[config.mk]
export PLATFORM = sky130hd
export DESIGN_NAME = kline_block_protocol_engine
export DESIGN_NICKNAME = d
export VERILOG_FILES = /design/src/kline_pkg.sv /design/src/kline_block_protocol_engine.sv
export SDC_FILE = /design/constraint.sdc
export NUM_CORES = 1
export LEC_CHECK = 0
export ABC_AREA = 1
export BUFFER_PORTS_ARGS = -buffer_cell sky130_fd_sc_hd__buf_2
export CELL_PAD_IN_SITES_DETAIL_PLACEMENT = 0
export CELL_PAD_IN_SITES_GLOBAL_PLACEMENT = 1
export CORE_MARGIN = 2
export CORE_UTILIZATION = 52
export DETAILED_ROUTE_END_ITERATION = 10
export PLACE_DENSITY_LB_ADDON = 0.1
export RECOVER_POWER = 25
export SLEW_MARGIN = 30
export SYNTH_ARGS = -nofsm -noshare
export SYNTH_HDL_FRONTEND = slang
export SYNTH_SLANG_ARGS = --single-unit
[constraint.sdc]
create_clock -name clk_i -period 4.9 [get_ports clk_i]
set_input_delay 0.735 -clock clk_i [delete_from_list [all_inputs] [get_ports clk_i]]
set_output_delay 0.735 -clock clk_i [all_outputs]
set_load 0.02 [all_outputs]
[src/kline_pkg.sv]
// Shared constants and types for the K-line block protocol engine.
`timescale 1ns / 1ps

package kline_pkg;

  localparam int unsigned MAX_SEND_DATA = 16;
  localparam int unsigned STORE_AW = (MAX_SEND_DATA > 1) ? $clog2(MAX_SEND_DATA) : 1;
  localparam int unsigned FILL_W = $clog2(MAX_SEND_DATA + 1);

  localparam logic [7:0] END_BYTE   = 8'h03;
  localparam logic [7:0] HEADER_LEN = 8'd3;

  localparam logic [7:0]  ACK_TITLE_RST    = 8'd9;
  localparam logic [15:0] KEEPALIVE_MS_RST = 16'd500;
  localparam logic [15:0] TIMEOUT_MS_RST   = 16'd1000;

  localparam logic [1:0] REG_ACK_TITLE    = 2'd0;
  localparam logic [1:0] REG_KEEPALIVE_MS = 2'd1;
  localparam logic [1:0] REG_TIMEOUT_MS   = 2'd2;

  localparam logic [1:0] OP_LINE_BYTE = 2'd0;
  localparam logic [1:0] OP_LOAD      = 2'd1;
  localparam logic [1:0] OP_START     = 2'd2;
  localparam logic [1:0] OP_TICK      = 2'd3;

  localparam logic [2:0] KIND_NONE    = 3'd0;
  localparam logic [2:0] KIND_LENGTH  = 3'd1;
  localparam logic [2:0] KIND_COUNTER = 3'd2;
  localparam logic [2:0] KIND_TITLE   = 3'd3;
  localparam logic [2:0] KIND_DATA    = 3'd4;
  localparam logic [2:0] KIND_END     = 3'd5;

  localparam logic [1:0] ERR_NONE    = 2'd0;
  localparam logic [1:0] ERR_ECHO    = 2'd1;
  localparam logic [1:0] ERR_TIMEOUT = 2'd2;
  localparam logic [1:0] ERR_BUSY    = 2'd3;

  typedef struct packed {
    logic       send_valid;
    logic [7:0] send_byte;
    logic [2:0] got_kind;
    logic [7:0] got_byte;
    logic [1:0] error_code;
    logic       engine_busy;
    logic [7:0] block_counter;
  } result_t;

endpackage

[src/kline_block_protocol_engine.sv]
// K-line block protocol engine, tester side: block send, echo check, answers, keepalive, timeout.
//
//   channel | direction | handshake             | payload
//   --------+-----------+-----------------------+-------------------------------------
//   in      | sink      | in_valid_i/in_stall_o | op_i, byte_value_i
//   out     | source    | out_valid_o/out_stall_i | send_valid_o .. block_counter_o
//   cfg     | sink      | cfg_valid_i/cfg_ready_o | cfg_index_i, cfg_data_i
//
// One item per cycle while in_stall_o is low; its result is registered.
// The rate is set by the combinational phase update that feeds the state and result registers.
// A two-entry output (result register plus skid) keeps input flowing under one stalled result.
// Reset idles the engine and loads the register defaults; the send store needs no clearing.
// cfg_ready_o is always high.
`timescale 1ns / 1ps

module kline_block_protocol_engine
  import kline_pkg::*;
(
  input  logic        clk_i,
  input  logic        rst_ni,
  input  logic        in_valid_i,
  output logic        in_stall_o,
  input  logic [1:0]  op_i,
  input  logic [7:0]  byte_value_i,
  output logic        out_valid_o,
  input  logic        out_stall_i,
  output logic        send_valid_o,
  output logic [7:0]  send_byte_o,
  output logic [2:0]  got_kind_o,
  output logic [7:0]  got_byte_o,
  output logic [1:0]  error_code_o,
  output logic        engine_busy_o,
  output logic [7:0]  block_counter_o,
  input  logic        cfg_valid_i,
  output logic        cfg_ready_o,
  input  logic [1:0]  cfg_index_i,
  input  logic [15:0] cfg_data_i
);

  typedef enum logic [3:0] {
    PH_IDLE   = 4'd0,
    PH_TX_LEN = 4'd1,
    PH_TX_CNT = 4'd2,
    PH_TX_TTL = 4'd3,
    PH_TX_DAT = 4'd4,
    PH_TX_END = 4'd5,
    PH_RX_LEN = 4'd6,
    PH_RX_CNT = 4'd7,
    PH_RX_TTL = 4'd8,
    PH_RX_DAT = 4'd9,
    PH_RX_END = 4'd10
  } phase_e;

  phase_e              phase_q, phase_d;
  logic                echo_wait_q, echo_wait_d;
  logic [7:0]          data_left_q, data_left_d;
  logic [7:0]          seq_q, seq_d;
  logic [7:0]          exp_echo_q, exp_echo_d;
  logic [FILL_W-1:0]   fill_q, fill_d;
  logic [FILL_W-1:0]   pos_q, pos_d;
  logic [7:0]          title_q, title_d;
  logic [15:0]         idle_q, idle_d;
  logic [7:0]          ack_title_q;
  logic [15:0]         keepalive_q, timeout_q;
  logic [7:0]          store_q [MAX_SEND_DATA];
  logic                store_we;

  result_t res;
  result_t out_q, skid_q;
  logic    out_valid_q, skid_valid_q;
  logic    accept_in, out_take;

  assign in_stall_o  = skid_valid_q;
  assign cfg_ready_o = 1'b1;
  assign accept_in   = in_valid_i && !in_stall_o;
  assign out_take    = out_valid_q && !out_stall_i;

  always_comb begin
    logic [7:0] b;
    logic [7:0] em_byte;
    logic       em;
    logic       idle_go;
    b          = byte_value_i;
    em         = 1'b0;
    em_byte    = 8'h00;
    idle_go    = 1'b0;
    store_we   = 1'b0;
    phase_d    = phase_q;
    echo_wait_d = echo_wait_q;
    data_left_d = data_left_q;
    seq_d      = seq_q;
    exp_echo_d = exp_echo_q;
    fill_d     = fill_q;
    pos_d      = pos_q;
    title_d    = title_q;
    idle_d     = idle_q;
    res        = '0;

    case (op_i)
      OP_LINE_BYTE: begin
        if (phase_q != PH_IDLE) begin
          idle_d = 16'd0;
          if (echo_wait_q) begin
            if (b != exp_echo_q) begin
              res.error_code = ERR_ECHO;
              idle_go = 1'b1;
            end else begin
              echo_wait_d = 1'b0;
              case (phase_q)
                PH_TX_END: phase_d = PH_RX_LEN;
                PH_RX_LEN: phase_d = PH_RX_CNT;
                PH_RX_CNT: phase_d = PH_RX_TTL;
                PH_RX_TTL, PH_RX_DAT:
                  phase_d = (data_left_q != 8'd0) ? PH_RX_DAT : PH_RX_END;
                default: ;
              endcase
            end
          end else if (phase_q <= PH_TX_DAT) begin
            em = 1'b1;
            case (phase_q)
              PH_TX_LEN: begin
                seq_d   = seq_q + 8'd1;
                phase_d = PH_TX_CNT;
                em_byte = seq_q + 8'd1;
              end
              PH_TX_CNT: begin
                phase_d = PH_TX_TTL;
                em_byte = title_q;
              end
              default: begin
                if (data_left_q != 8'd0 && pos_q < FILL_W'(MAX_SEND_DATA)) begin
                  em_byte     = store_q[pos_q[STORE_AW-1:0]];
                  pos_d       = pos_q + FILL_W'(1);
                  data_left_d = data_left_q - 8'd1;
                  phase_d     = PH_TX_DAT;
                end else begin
                  data_left_d = 8'd0;
                  phase_d     = PH_TX_END;
                  em_byte     = END_BYTE;
                end
              end
            endcase
          end else begin
            res.got_byte = b;
            em      = 1'b1;
            em_byte = ~b;
            case (phase_q)
              PH_RX_LEN: begin
                res.got_kind = KIND_LENGTH;
                data_left_d  = (b > HEADER_LEN) ? b - HEADER_LEN : 8'd0;
              end
              PH_RX_CNT: begin
                res.got_kind = KIND_COUNTER;
                if (b > seq_q) seq_d = b;
              end
              PH_RX_TTL: res.got_kind = KIND_TITLE;
              PH_RX_DAT: begin
                res.got_kind = KIND_DATA;
                if (data_left_q != 8'd0) data_left_d = data_left_q - 8'd1;
              end
              default: begin
                res.got_kind = KIND_END;
                em      = 1'b0;
                idle_go = 1'b1;
              end
            endcase
          end
        end
      end
      OP_LOAD: begin
        if (phase_q != PH_IDLE || fill_q >= FILL_W'(MAX_SEND_DATA)) begin
          res.error_code = ERR_BUSY;
        end else begin
          store_we = 1'b1;
          fill_d   = fill_q + FILL_W'(1);
        end
      end
      OP_START: begin
        if (phase_q != PH_IDLE) begin
          res.error_code = ERR_BUSY;
        end else begin
          fill_d      = '0;
          title_d     = b;
          data_left_d = 8'(fill_q);
          pos_d       = '0;
          idle_d      = 16'd0;
          phase_d     = PH_TX_LEN;
          em          = 1'b1;
          em_byte     = HEADER_LEN + 8'(fill_q);
        end
      end
      default: begin
        if (idle_q != 16'hFFFF) idle_d = idle_q + 16'd1;
        if (phase_q != PH_IDLE) begin
          if (idle_d > timeout_q) begin
            res.error_code = ERR_TIMEOUT;
            idle_go = 1'b1;
          end
        end else if (idle_d > timeout_q) begin
          res.error_code = ERR_TIMEOUT;
          idle_d = 16'd0;
        end else if (idle_d > keepalive_q) begin
          title_d     = ack_title_q;
          data_left_d = 8'd0;
          pos_d       = '0;
          idle_d      = 16'd0;
          phase_d     = PH_TX_LEN;
          em          = 1'b1;
          em_byte     = HEADER_LEN;
        end
      end
    endcase

    if (em) begin
      res.send_valid = 1'b1;
      res.send_byte  = em_byte;
      exp_echo_d     = em_byte;
      echo_wait_d    = 1'b1;
    end
    if (idle_go) begin
      phase_d     = PH_IDLE;
      echo_wait_d = 1'b0;
      data_left_d = 8'd0;
      pos_d       = '0;
      idle_d      = 16'd0;
    end
    res.engine_busy   = (phase_d != PH_IDLE);
    res.block_counter = seq_d;
  end

  always_ff @(posedge clk_i or negedge rst_ni) begin
    if (!rst_ni) begin
      phase_q     <= PH_IDLE;
      echo_wait_q <= 1'b0;
      data_left_q <= 8'd0;
      seq_q       <= 8'd0;
      exp_echo_q  <= 8'd0;
      fill_q      <= '0;
      pos_q       <= '0;
      title_q     <= 8'd0;
      idle_q      <= 16'd0;
    end else if (accept_in) begin
      phase_q     <= phase_d;
      echo_wait_q <= echo_wait_d;
      data_left_q <= data_left_d;
      seq_q       <= seq_d;
      exp_echo_q  <= exp_echo_d;
      fill_q      <= fill_d;
      pos_q       <= pos_d;
      title_q     <= title_d;
      idle_q      <= idle_d;
    end
  end

  always_ff @(posedge clk_i or negedge rst_ni) begin
    if (!rst_ni) begin
      ack_title_q <= ACK_TITLE_RST;
      keepalive_q <= KEEPALIVE_MS_RST;
      timeout_q   <= TIMEOUT_MS_RST;
    end else if (cfg_valid_i && cfg_ready_o) begin
      unique case (cfg_index_i)
        REG_ACK_TITLE:    ack_title_q <= cfg_data_i[7:0];
        REG_KEEPALIVE_MS: keepalive_q <= cfg_data_i;
        REG_TIMEOUT_MS:   timeout_q   <= cfg_data_i;
        default: ;
      endcase
    end
  end

  always_ff @(posedge clk_i) begin
    if (accept_in && store_we) begin
      store_q[fill_q[STORE_AW-1:0]] <= byte_value_i;
    end
  end

  // result register with skid stage
  always_ff @(posedge clk_i or negedge rst_ni) begin
    if (!rst_ni) begin
      out_valid_q  <= 1'b0;
      skid_valid_q <= 1'b0;
    end else if (!out_valid_q || out_take) begin
      if (skid_valid_q) begin
        out_valid_q  <= 1'b1;
        skid_valid_q <= 1'b0;
      end else begin
        out_valid_q <= accept_in;
      end
    end else if (accept_in) begin
      skid_valid_q <= 1'b1;
    end
  end

  always_ff @(posedge clk_i) begin
    if (!out_valid_q || out_take) begin
      if (skid_valid_q) begin
        out_q <= skid_q;
      end else if (accept_in) begin
        out_q <= res;
      end
    end else if (accept_in) begin
      skid_q <= res;
    end
  end

  assign out_valid_o     = out_valid_q;
  assign send_valid_o    = out_q.send_valid;
  assign send_byte_o     = out_q.send_byte;
  assign got_kind_o      = out_q.got_kind;
  assign got_byte_o      = out_q.got_byte;
  assign error_code_o    = out_q.error_code;
  assign engine_busy_o   = out_q.engine_busy;
  assign block_counter_o = out_q.block_counter;

  a_skid_needs_out: assert property (@(posedge clk_i) disable iff (!rst_ni)
    skid_valid_q |-> out_valid_q)
    else $error("skid entry held while result register empty");

  a_idle_no_echo: assert property (@(posedge clk_i) disable iff (!rst_ni)
    (phase_q == PH_IDLE) |-> (!echo_wait_q && data_left_q == 8'd0))
    else $error("idle engine still waits for an echo or holds data");

  a_fill_bound: assert property (@(posedge clk_i) disable iff (!rst_ni)
    fill_q <= FILL_W'(MAX_SEND_DATA))
    else $error("send store overfilled");

  a_busy_matches: assert property (@(posedge clk_i) disable iff (!rst_ni)
    (accept_in && !out_valid_q && !skid_valid_q) |=>
      (out_valid_q && out_q.engine_busy == (phase_q != PH_IDLE)))
    else $error("reported busy flag disagrees with engine phase");

  a_send_on_echo: assert property (@(posedge clk_i) disable iff (!rst_ni)
    (accept_in && res.send_valid) |=> echo_wait_q)
    else $error("sent byte without awaiting its echo");

endmodule

==> results_tabular.tex <==
\begin{tabular}{lr}
\hline
Metric & Value \\
\hline
\multicolumn{2}{l}{\textbf{Status}} \\
\quad Run status & finished with violations \\
\quad Violations in the final reports & capacitance limit, slew limit \\
\multicolumn{2}{l}{\textbf{Synthesis}} \\
\quad Post-synthesis async set-or-reset flop share & a little over a third \\
\quad Most common cell in the netlist & nand2\_1 \\
\quad Number of synthesized register bits & 295 \\
\quad Cell area after technology mapping & 15,000 µm² \\
\quad Cell types with the highest counts after synthesis & nand2\_1 (498), edfxtp\_1 (190), nor2\_1 (157), inv\_1 (148), o21ai\_0 (143) \\
\quad Sequential area share after synthesis & 55.7\% \\
\quad Distinct cells, synth & 48 \\
\quad Most used DFF post-synth & edfxtp\_1 \\
\quad Count of warnings emitted by yosys & 0 \\
\quad Cells after synthesis & 1,681 \\
\quad Synth top area cells & edfxtp\_1 (38\%), dfrtp\_1 (15\%), nand2\_1 (12\%) \\
\quad Yosys top cell area share & about two fifths \\
\quad Number of nets produced by synthesis & 1,769 \\
\quad Synth Area per Inst & 8.93 µm² \\
\quad Yosys top cell by area & edfxtp\_1 \\
\quad Number of enable-type register cells in the synthesized netlist & 190 \\
\multicolumn{2}{l}{\textbf{Power and ir drop}} \\
\quad Clock network power share & a little under a third \\
\quad Post-route total power & 0.00765 W \\
\quad Relative contribution of sequential cells to total power & between 40\% and 50\% \\
\quad Int Power & $\sim$0.0050 W \\
\quad P\_sw & approximately 0.0027 W \\
\quad Switching share of power & 35.0\% \\
\quad Power density over cell area & about 460 nW/µm² \\
\quad Leakage power & 7.20 nW \\
\quad Proportion of power drawn by combinational gates & between 20\% and 30\% \\
\quad IR drop worst, VDD & 0.300 mV \\
\multicolumn{2}{l}{\textbf{Clock network}} \\
\quad Post-CTS sizing & 0 \\
\quad Source-to-sink clock delay at the later pin of the worst-skew pair & around 0.57 ns \\
\quad Post-CTS clock slew at the launch and capture registers of the worst setup and hold paths & 0.06 ns \\
\quad Sinks on the clock net & 295 \\
\quad CTS tree & built \\
\quad Cell at the root of the clock tree & clkbuf\_16 \\
\quad CTS Buffer Depth & 3 \\
\quad CTS buffer count & 31 \\
\quad Post-CTS Hold Buffers & 0 \\
\quad Post-CTS setup buffer count & 0 \\
\quad \# H-tree levels & 1 \\
\multicolumn{2}{l}{\textbf{Worst setup path}} \\
\quad Register-to-Register Setup Slack & approximately 0.55 ns \\
\quad Data required time at the worst endpoint & 5.39 ns \\
\quad Worst reg2reg path startpoint & idle\_q[0] \\
\quad Critical path capture point type & flip-flop \\
\quad Critical register-to-register path endpoint & idle\_q[14] \\
\quad Worst Reg-to-Reg Cells & 19 \\
\quad Type of the worst setup path & reg2reg \\
\quad Data arrival, critical path & 4.84 ns \\
\quad Max FO, Critical Path & 16 \\
\quad Critical path launch point type & flip-flop \\
\multicolumn{2}{l}{\textbf{STA}} \\
\quad Slew of the pin with the lowest slew margin & 3.66 ns \\
\quad Count of final max-slew check failures & 74 \\
\quad Max Freq & 0.230 GHz \\
\quad Fraction of the cycle the final worst path needs & 88.8\% \\
\quad Setup repair after global routing missed its margin & no \\
\quad Finish-stage setup viols & 0 \\
\quad Final period demand of the worst path & 4.35 ns \\
\quad Final sum of negative setup slack & 0 ns \\
\quad Worst rel slew slack & -144\% \\
\quad Fin. Hold Viols & 0 \\
\quad Final clock skew & 0.0250 ns \\
\multicolumn{2}{l}{\textbf{Floorplan}} \\
\quad Overall die width & roughly 170 µm \\
\quad Effective utilization at floorplan & 52.6\% \\
\quad Die ar. & 30,200 µm² \\
\quad Area of the core & 28,500 µm² \\
\quad Std cell rows & 62 \\
\quad Ports & 67 \\
\quad Vertical extent of the die & 174 µm \\
\multicolumn{2}{l}{\textbf{Layout}} \\
\quad Fillers & 2,590 \\
\quad Number of antenna cells inserted & 0 \\
\quad Post-synthesis to final-layout area growth & 11.5\% \\
\quad Number of nets in the final layout & $\sim$1,800 \\
\quad Flip-flop and latch area & 8350 µm² \\
\quad Fraction of final layout cells with drive strength greater than 1 & 9.79\% \\
\quad Area used by multi-input combinational logic & 5830 µm² \\
\multicolumn{2}{l}{\textbf{GRT}} \\
\quad First-pass GRT wire length & 61,300 µm \\
\quad Global routing usage summed across all routing layers & roughly a quarter \\
\quad Number of global-route vias before repair & 11,099 \\
\quad Overflow after GRT & 0 \\
\quad Largest net degree at the start of global routing & 74 \\
\quad Antenna violations before repair & 0 \\
\multicolumn{2}{l}{\textbf{Routing}} \\
\quad Total wirelength of the detailed-routed design & roughly 40,000 µm \\
\quad DRC violations left & 0 \\
\quad First-pass detailed-route iteration total & 6 \\
\quad Iteration-0 DRC Markers & 896 \\
\quad Wirelength per Cell & $\sim$18 µm \\
\quad Number of vias after detailed routing & 11,740 \\
\quad DRT antenna net count & 0 \\
\quad Routed via count divided by cell count & 5.46 \\
\multicolumn{2}{l}{\textbf{Job}} \\
\quad Max-capacitance violation count & 1 \\
\multicolumn{2}{l}{\textbf{Min path}} \\
\quad Type of the tightest min-delay check & in2reg \\
\quad Startpoint of the lowest-slack hold path & cfg\_data\_i[8] \\
\quad Sink of the worst hold path & timeout\_q[8] \\
\quad Number of cells traversed by the worst hold path & 3 \\
\multicolumn{2}{l}{\textbf{Placed design}} \\
\quad Detailed-placement wirelength estimate & 27,600 µm \\
\quad RePlAce Congestion & 0.920 \\
\quad Number of I/O port buffers & 65 \\
\hline
\end{tabular}
flip-flops by register name (all words and copies together) (netlist names):
signal / flops
send_valid_o: 1
fill_q: 5
exp_echo_q: 8
skid_q: 31
error_code_o: 2
engine_busy_o: 1
store_q: 128
block_counter_o: 8
got_kind_o: 3
ack_title_q: 8
got_byte_o: 8
echo_wait_q: 1
keepalive_q: 16
in_stall_o: 1
seq_q: 8
title_q: 8
phase_q: 4
idle_q: 16
timeout_q: 16
data_left_q: 8
out_valid_o: 1
send_byte_o: 8
pos_q: 5
cells by family (layout without fill, tap and decap cells):
logic type      after synthesis  in the layout  synth area share (%)
simple gates                813            813                  22.6
flops                       295            295                  55.7
compound gates              276            276                  10.1
buf+inv                     216            303                  5.60
fa+ha+maj                    55             55                  4.59
xor+xnor                     25             25                  1.46
other cells                   1              1                0.0250
worst max-delay path: stages (launching register included):
cell and delay, ns:
dfrtp_1 0.41, ha_1 0.19, nand4_1 0.17, nor2_1 0.21, nand3_1 0.11, nor2_1 0.25, inv_1 0.14, nand2_1 0.10
xnor2_1 0.12, ha_1 0.36, nand4_1 0.10, nor3_1 0.41, nand3_1 0.23, nand2_1 0.18, nand2_1 0.08, nand2_2 0.24
inv_1 0.14, nor3_4 0.56, nand2_1 0.13, o21ai_1 0.14
layout by cell type, fill, tap and decap left out, types with 5 or more instances in the layout:
cell type,n
nor2_1,156
xor2_1,9
a21oi_1,56
buf_4,16
o21a_1,8
o211ai_1,12
ha_1,55
o21ai_1,19
o22ai_1,13
clkbuf_1,19
xnor2_1,16
dfrtp_1,90
dfstp_2,14
nand3_1,97
inv_2,10
inv_1,148
nand2_1,498
clkbuf_16,32
o21ai_0,143
nand4_1,17
edfxtp_1,190
a211oi_1,5
clkinv_2,7
nand2_4,5
buf_2,56
nor3_1,17
layout make-up:
cell class	count	area share (%)
flip-flops and latches	295	49.9
multi-input cells	1170	34.8
clock buffers	45	5.33
inverters	160	3.59
well taps	384	2.87
repair buffers	85	2.72
clock inverters	13	0.711
routing by layer:
metal  track usage [%]  part of all wire, %  vias up  routed length (µm)
met3              3.29                  6.4       63                2500
met1              36.6                   45     5549               17400
li1                  -                    -     5749                   -
met2              41.9                   46      379               17900
met5                 0                    0        -                   0
met4              8.12                  2.9        0                1130
power groups by stage:
stage                     Sequential, W  Clock, W  Combinational, W
after floorplan                 0.00313         0           0.00154
after global placement          0.00316         0           0.00219
after detailed placement        0.00317         0           0.00220
after CTS                       0.00312   0.00235           0.00221
after global routing            0.00315   0.00245           0.00249
final                           0.00312   0.00232           0.00221
how the worst max path moves through the flow:
stage | from | endpoint | slack, ns | depth (start not counted)
after floorplan | idle_q[0] | idle_q[11] | 1.71 | 23
after global placement | idle_q[0] | idle_q[15] | 0.68 | 19
after detailed placement | idle_q[0] | idle_q[11] | 0.60 | 19
after CTS | idle_q[0] | idle_q[14] | 0.58 | 19
after global routing | rst_ni | pos_q[0] | 0.20 | 1
final | idle_q[0] | idle_q[14] | 0.55 | 19
metrics by stage:
| step | instance area, µm² | setup slack (ns) | hold slack, ns | cells | util (%) |
|---|---|---|---|---|---|
| floorplan | 15000 | 1.71 | 0.439 | 1681 | - |
| global placement | 15700 | 0.684 | 0.463 | 2094 | 55.1 |
| detailed placement | 15700 | 0.599 | 0.470 | 2094 | 55.1 |
| CTS | 16800 | 0.575 | 0.213 | 2152 | 58.7 |
| global route | 16700 | 0.196 | 0.411 | 2152 | 58.6 |
| finish | 16700 | 0.549 | 0.410 | 2152 | 58.6 |
Power figures use the tool's default switching activity.
